File: src/hdl/linear_probe_hash_table_core_defines.svh
// assertion macros used by the hash table datapath
`ifndef LINEAR_PROBE_HASH_TABLE_CORE_DEFINES_SVH
`define LINEAR_PROBE_HASH_TABLE_CORE_DEFINES_SVH

`ifndef SYNTH

// condition holds at every edge out of reset
`define LPHT_ASSERT(lbl, clk, rst_n, cond) \
    lbl: assert property (@(posedge clk) disable iff (!(rst_n)) (cond)) \
        else $error("lpht assertion failed");

// consequent holds in the same cycle as the antecedent
`define LPHT_ASSERT_IMP(lbl, clk, rst_n, ante, cons) \
    lbl: assert property (@(posedge clk) disable iff (!(rst_n)) (ante) |-> (cons)) \
        else $error("lpht implication failed");

// consequent holds in the cycle after the antecedent
`define LPHT_ASSERT_NXT(lbl, clk, rst_n, ante, cons) \
    lbl: assert property (@(posedge clk) disable iff (!(rst_n)) (ante) |=> (cons)) \
        else $error("lpht next-cycle implication failed");

`else

`define LPHT_ASSERT(lbl, clk, rst_n, cond)
`define LPHT_ASSERT_IMP(lbl, clk, rst_n, ante, cons)
`define LPHT_ASSERT_NXT(lbl, clk, rst_n, ante, cons)

`endif

`endif

File: src/hdl/lpht_pkg.sv
`default_nettype none

package lpht_pkg;

    localparam int SLOTS      = 1024;
    localparam int SLOT_BITS  = $clog2(SLOTS);
    localparam int CNT_BITS   = SLOT_BITS + 1;
    localparam int KEY_BITS   = 32;
    localparam int DATA_BITS  = 32;
    localparam int LIMIT_BITS = 10;
    localparam int HASH_BITS  = 32;
    localparam int FUNC_BITS  = 2;
    localparam int STAT_BITS  = 2;
    localparam logic [LIMIT_BITS-1:0] LIMIT_RESET = LIMIT_BITS'(512);

    typedef logic [SLOT_BITS-1:0] t_slot;
    typedef logic [CNT_BITS-1:0]  t_cnt;
    typedef logic [KEY_BITS-1:0]  t_key;
    typedef logic [DATA_BITS-1:0] t_data;

    // operation codes, the spare code behaves as a lookup
    localparam logic [FUNC_BITS-1:0] FUNC_LOOKUP = 2'd0;
    localparam logic [FUNC_BITS-1:0] FUNC_INSERT = 2'd1;
    localparam logic [FUNC_BITS-1:0] FUNC_REMOVE = 2'd2;
    localparam logic [FUNC_BITS-1:0] FUNC_SPARE  = 2'd3;

    // result status codes
    localparam logic [STAT_BITS-1:0] STAT_OK     = 2'd0;
    localparam logic [STAT_BITS-1:0] STAT_MISS   = 2'd1;
    localparam logic [STAT_BITS-1:0] STAT_EXISTS = 2'd2;
    localparam logic [STAT_BITS-1:0] STAT_FULL   = 2'd3;

    // one slot of the table
    typedef struct packed {
        logic  valid;
        t_slot home;
        t_key  key;
        t_data data;
    } t_entry;

    typedef enum logic [3:0] {
        S_CLEAR,
        S_IDLE,
        S_PRB_RD,
        S_PRB_CHK,
        S_SH_RD,
        S_SH_CHK,
        S_SH_END,
        S_DONE
    } t_state;

    // controller to datapath
    typedef struct packed {
        logic clr_wr;
        logic load;
        logic rd_j;
        logic prb_adv;
        logic fin_probe;
        logic fin_insert;
        logic sh_init;
        logic sh_chk;
        logic sh_end;
        logic emit;
    } t_cmd;

    // datapath to controller
    typedef struct packed {
        logic                 clr_last;
        logic                 hit;
        logic                 empty;
        logic                 prb_last;
        logic                 sh_last;
        logic                 out_free;
        logic [FUNC_BITS-1:0] func;
    } t_sts;

endpackage

`default_nettype wire

File: src/hdl/lpht_ctrl.sv
`default_nettype none

module lpht_ctrl (
    input  wire logic          i_clk,
    input  wire logic          i_rst_n,
    input  wire logic          i_in_valid,
    output logic               o_in_ready,
    input  wire lpht_pkg::t_sts i_sts,
    output lpht_pkg::t_cmd     o_cmd
);
    import lpht_pkg::*;

    t_state r_state;
    t_state n_state;
    logic   terminal;

    // state register
    always_ff @(posedge i_clk) begin
        if (!i_rst_n) begin
            r_state <= S_CLEAR;
        end else begin
            r_state <= n_state;
        end
    end

    assign terminal = i_sts.hit || i_sts.empty || i_sts.prb_last;

    // next state and commands
    always_comb begin
        n_state    = r_state;
        o_cmd      = '0;
        o_in_ready = 1'b0;
        unique case (r_state)
            S_CLEAR: begin
                o_cmd.clr_wr = 1'b1;
                if (i_sts.clr_last) begin
                    n_state = S_IDLE;
                end
            end
            S_IDLE: begin
                o_in_ready = 1'b1;
                if (i_in_valid) begin
                    o_cmd.load = 1'b1;
                    n_state    = S_PRB_RD;
                end
            end
            S_PRB_RD: begin
                n_state = S_PRB_CHK;
            end
            S_PRB_CHK: begin
                if (!terminal) begin
                    o_cmd.prb_adv = 1'b1;
                    n_state       = S_PRB_RD;
                end else begin
                    case (i_sts.func)
                        FUNC_INSERT: begin
                            o_cmd.fin_insert = 1'b1;
                            n_state          = S_DONE;
                        end
                        FUNC_REMOVE: begin
                            if (i_sts.hit) begin
                                o_cmd.sh_init = 1'b1;
                                n_state       = S_SH_RD;
                            end else begin
                                o_cmd.fin_probe = 1'b1;
                                n_state         = S_DONE;
                            end
                        end
                        default: begin
                            o_cmd.fin_probe = 1'b1;
                            n_state         = S_DONE;
                        end
                    endcase
                end
            end
            S_SH_RD: begin
                o_cmd.rd_j = 1'b1;
                n_state    = S_SH_CHK;
            end
            S_SH_CHK: begin
                o_cmd.rd_j = 1'b1;
                if (i_sts.empty) begin
                    n_state = S_SH_END;
                end else begin
                    o_cmd.sh_chk = 1'b1;
                    n_state      = i_sts.sh_last ? S_SH_END : S_SH_RD;
                end
            end
            S_SH_END: begin
                o_cmd.sh_end = 1'b1;
                n_state      = S_DONE;
            end
            S_DONE: begin
                if (i_sts.out_free) begin
                    o_cmd.emit = 1'b1;
                    n_state    = S_IDLE;
                end
            end
            default: begin
                n_state = S_CLEAR;
            end
        endcase
    end

endmodule

`default_nettype wire

File: config.mk
export PLATFORM = sky130hd
export DESIGN_NAME = lpht_ctrl
export DESIGN_NICKNAME = d
export VERILOG_FILES = /design/src/hdl/linear_probe_hash_table_core_defines.svh /design/src/hdl/lpht_pkg.sv /design/src/hdl/lpht_ctrl.sv
export SDC_FILE = /design/constraint.sdc
export NUM_CORES = 1
export LEC_CHECK = 0
export BUFFER_PORTS_ARGS = -buffer_cell sky130_fd_sc_hd__buf_2
export CAP_MARGIN = 15
export CORE_AREA = 2 2 39 41
export CTS_CLUSTER_DIAMETER = 150
export DETAILED_ROUTE_END_ITERATION = 6
export DIE_AREA = 0 0 41 43
export HOLD_SLACK_MARGIN = 0.06
export PLACE_DENSITY = 0.48
export SLEW_MARGIN = 20
export SYNTH_ARGS = -nofsm -noshare
export SYNTH_HDL_FRONTEND = slang
export SYNTH_SLANG_ARGS = --single-unit
File: constraint.sdc
create_clock -name i_clk -period 2.1 [get_ports i_clk]
set_input_delay 0 -clock i_clk [delete_from_list [all_inputs] [get_ports i_clk]]
set_output_delay 0 -clock i_clk [all_outputs]
set_load 0.02 [all_outputs]
**Word-level counts from Yosys, hierarchy flattened**

Cells that the tools add are included.

- Bits in registers: 4
- Bits in latches: 0
- Bits in writable memories: 0
- Bits in read-only memories: 0
- Output and inout bits: 11
- Memories: 0

- Add/subtract/negate cells: 0
- Multiply operators: 0
- Div/mod/pow operators: 0
- Order comparisons: 0
- Equality and inequality tests: 12
- Shift-type cells: 0
- Mux-type cells: 27
- Bitwise operators: 0
- Reduce and logical (&&, ||, !) cells: 5

Operators by type and width:

| cell | number |
|---|---|
| $pmux 4 s8 | 1 |
| $mux 4 | 6 |
| $eq 4x3->1 const B | 4 |
| $mux 1 | 15 |
| $eq 4x2->1 const B | 2 |
| $mux 2 | 3 |
| $ne 2x2->1 const B | 3 |
| $eq 4x1->1 const B | 1 |
| $logic_not 4->1 | 1 |
| $mux 3 | 1 |
| $reduce_and 3->1 | 1 |
| $eq 2x1->1 const B | 1 |
| $eq 2x2->1 const B | 1 |
| $logic_or 1x1->1 | 2 |
| $pmux 1 s2 | 1 |
| $reduce_or 2->1 | 1 |

**Depth between registers and ports, before layout**

- Depth in word-level cells: 4
- Depth in mapped cells: 4
- Gate-level depth less buffers: 3

**Worst setup path before layout**

Ideal clock, no wire load.

- Path type: register to output
- Start: register r_state[1]
- End: output port o_cmd[8] in the netlist's numbering
- Arrival time: 1193 ps
- Data required time: 2100 ps
- Setup slack: 907 ps
- Cell stages (with the launch flop): 5
- Cells stage by stage: dfxtp_1 buf_6 nand2b_1 nor2_1 and2_1

RTL lines:

| element | line | source |
|---|---|---|
| from (decl) | lpht_ctrl.sv:13 | `t_state r_state;` |
| from (signal assigned) | lpht_ctrl.sv:22 | `r_state <= n_state;` |
| to (decl) | lpht_ctrl.sv:9 | `output lpht_pkg::t_cmd o_cmd` |

==> impl_results.md <==
- Number of input and output port buffers inserted: 21
- Number of different library cells in the post-synthesis netlist: 23
- Commonest cells after routing, fill and taps aside: 21 x sky130_fd_sc_hd__buf_2, 6 x sky130_fd_sc_hd__nor2_1
- Maximum fanout count along the critical path: 11
- Fraction of layout instances using a drive strength above 1: 0.435
- Period Utilization, post-route: 0.699
- Total count of max-transition violations in the final report: 0
- Leading register cell type out of synthesis: sky130_fd_sc_hd__dfxtp_1
- Area of the core region: 0.00138 mm2
- Total of endpoints with negative setup slack in the final report: 0
- Register with the highest flop count: r_state
- Place WS: 0.830 ns
- Area used by multi-input combinational logic: 219 um2
- Final routed wire length divided by cell count: 11.1 um
- Most area-consuming cells after synthesis: sky130_fd_sc_hd__dfxtp_1 19%, sky130_fd_sc_hd__buf_6 11%, sky130_fd_sc_hd__o41ai_4 8.7%
- Wire length of the first global-routing pass: 1280 um
- Max VDD drop: 0.153 mV
- Synthesis Warnings: 0
- Slack of the critical path: 0.632 ns
- Proportion of register bits with asynchronous set or reset after synthesis: 0
- Combined area of all synthesized cells: 317 um2
- Tightest Hold Check Type: in -> reg
- Mean area per synthesized cell: 8.12 um2
- Portion of synthesized cell area occupied by the leading cell type: 0.190
- Arrival time worst endpoint: 1.47 ns
- Number of enable-type register cells in the synthesized netlist: 0
- DR pass1 iterations: 2
- Max frequency: 681 MHz
- RSZ-0062 raised after global routing: no
- Number of max-cap violations: 0
- Setup total negative slack: 0 ns
- Total power draw: 0.000286 W
- Post-CTS setup buffers: 0
- Placer Congestion: 0.656
- Cells after Synth: 39
- Required time reported for the critical path endpoint: 2.10 ns
- Final non-filler cell area: 444 um2
- Final global-route overflow total: 0
- DIE WIDTH: 41 um
- Shortest period the worst path allows: 1.47 ns
- Final Routed Wirelength: 863 um
- Cell accounting for the most synthesized area: sky130_fd_sc_hd__dfxtp_1
- Boundary Pins: 22
- Antenna-violating nets left: 0
- CTS Root Cell: sky130_fd_sc_hd__clkbuf_4
- CTS H-Tree Depth: 1
- Syn-to-layout area delta: 40.3%
- Max FFs per register: 3
- Number of nets at the end of the flow: 74
- Die Y-Extent: 43 um
- TritonCTS Sinks: 3
- Status: finished, final reports clean
- Initial detailed-routing violation count: 12
- Placed wire-length estimate after detailed placement: 636 um
- Effective utilization at floorplan: 0.229
- Lkg Pwr: 0.214 nW
- Total placed instance area: 408 um2
- Inserted Clock Buffers: 3
- Register bit total from synthesis: 3
- Leading cell type in the layout, fill and taps excluded: sky130_fd_sc_hd__buf_2
- Clock tree buffer depth: 2
- Number of antenna violations at the first check in global routing: 0
- Number of fill cells: 162
- Die outline area: 0.00176 mm2
- TritonCTS clock tree: yes
- ANT cells: 0
- Fin Hold WS: 0.109 ns
- Critical path class: reg -> out
- Slew at the pin closest to its max-slew limit: 0.381 ns
- Routed vias: 368
- Sequential cell area fraction in the yosys report: 0.190
- Regs by FF count: r_state x3
- Hold violation count in the final report: 0
- Via-to-Cell Ratio: 4.72
- Via count of the first global-routing pass: 320
- Total GRT Usage: 0.111
- Power density over the cells: 644 mW/mm2
- Clock latency on the worst-skew pair: 0.24 ns
- Footprint of the flip-flops and latches: 60.1 um2
- Number of nets in the synthesized netlist: 50
- Critical Path Start Type: flop
- Clock skew after layout: 0.00340 ns
- Clock transition at the registers of the reported paths: 0.04 ns
- Pin count of the biggest net entering global routing: 12
- Headroom to the max-slew limit: 0.745
- Critical Path End Type: output pin
- Number of rows created at floorplan: 14
- DRC Markers: 0
==> logic make-up (layout without fill, tap and decap cells) <==
group / after synthesis / in the layout / synth area share
AND/OR/NAND/NOR: 26 / 26 / 0.478
AO/OA/AOI/OAI: 6 / 6 / 0.213
buffers and inverters: 4 / 27 / 0.119
flip-flops: 3 / 3 / 0.190
==> metal layers <==
metal / track usage / routed length [um] / vias up
li1: - / - / 188
met1: 0.138 / 385 / 162
met2: 0.147 / 402 / 16
met3: 0.0157 / 60 / 2
met4: 0.120 / 14 / 0
met5: 0 / 0 / -
==> synth_stat cells (2+ instances only) <==
library cell and instances:
sky130_fd_sc_hd__nor2_1 6, sky130_fd_sc_hd__buf_6 3, sky130_fd_sc_hd__dfxtp_1 3, sky130_fd_sc_hd__nand2_1 3, sky130_fd_sc_hd__nor3_1 3, sky130_fd_sc_hd__nand3_1 2
sky130_fd_sc_hd__nor2b_1 2, sky130_fd_sc_hd__or3_1 2
==> worst max-delay path, cell delays in order, from the launching register on <==
cell                      delay (ns)
sky130_fd_sc_hd__dfxtp_1        0.54
sky130_fd_sc_hd__and3b_2        0.30
sky130_fd_sc_hd__nand3_1        0.12
sky130_fd_sc_hd__nor2_1         0.10
sky130_fd_sc_hd__buf_2          0.17
==> final timing paths <==
kind | endpoint | depth (start not counted) | startpoint | slack, ns
setup / recovery | o_cmd[5] | 4 | r_state[1] | 0.63
hold / removal | r_state[0] | 3 | i_sts[7] | 0.11
setup reg to reg | r_state[1] | 3 | r_state[2] | 0.81
hold reg to reg | r_state[0] | 1 | r_state[0] | 0.63
==> per-stage QoR <==
stage | util | instances
floorplan | - | 39
global placement | 0.295 | 73
detailed placement | 0.295 | 73
CTS | 0.321 | 78
global route | 0.321 | 78
finish | 0.321 | 78
==> power breakdown <==
group	leakage (nW)	switching [W]	internal, W	total [W]
clock	0.0150	0.0000345	0.0000715	0.000106
combinational	0.174	0.0000499	0.0000426	0.0000925
sequential	0.0247	0.0000224	0.0000650	0.0000874
==> area by class of cell <==
type | instances | share of cell area
multi-input combinational | 32 | 0.493
timing repair buffer | 22 | 0.259
sequential | 3 | 0.135
clock buffer | 4 | 0.0592
tap | 16 | 0.0451
inverter | 1 | 0.00845
==> repair_timing <==
action,in CTS,in global routing
hold buffers,1,0
gates resized for setup,0,0
endpoints found under the hold margin,1,0
No activity file was read; power rests on OpenSTA's default activity.
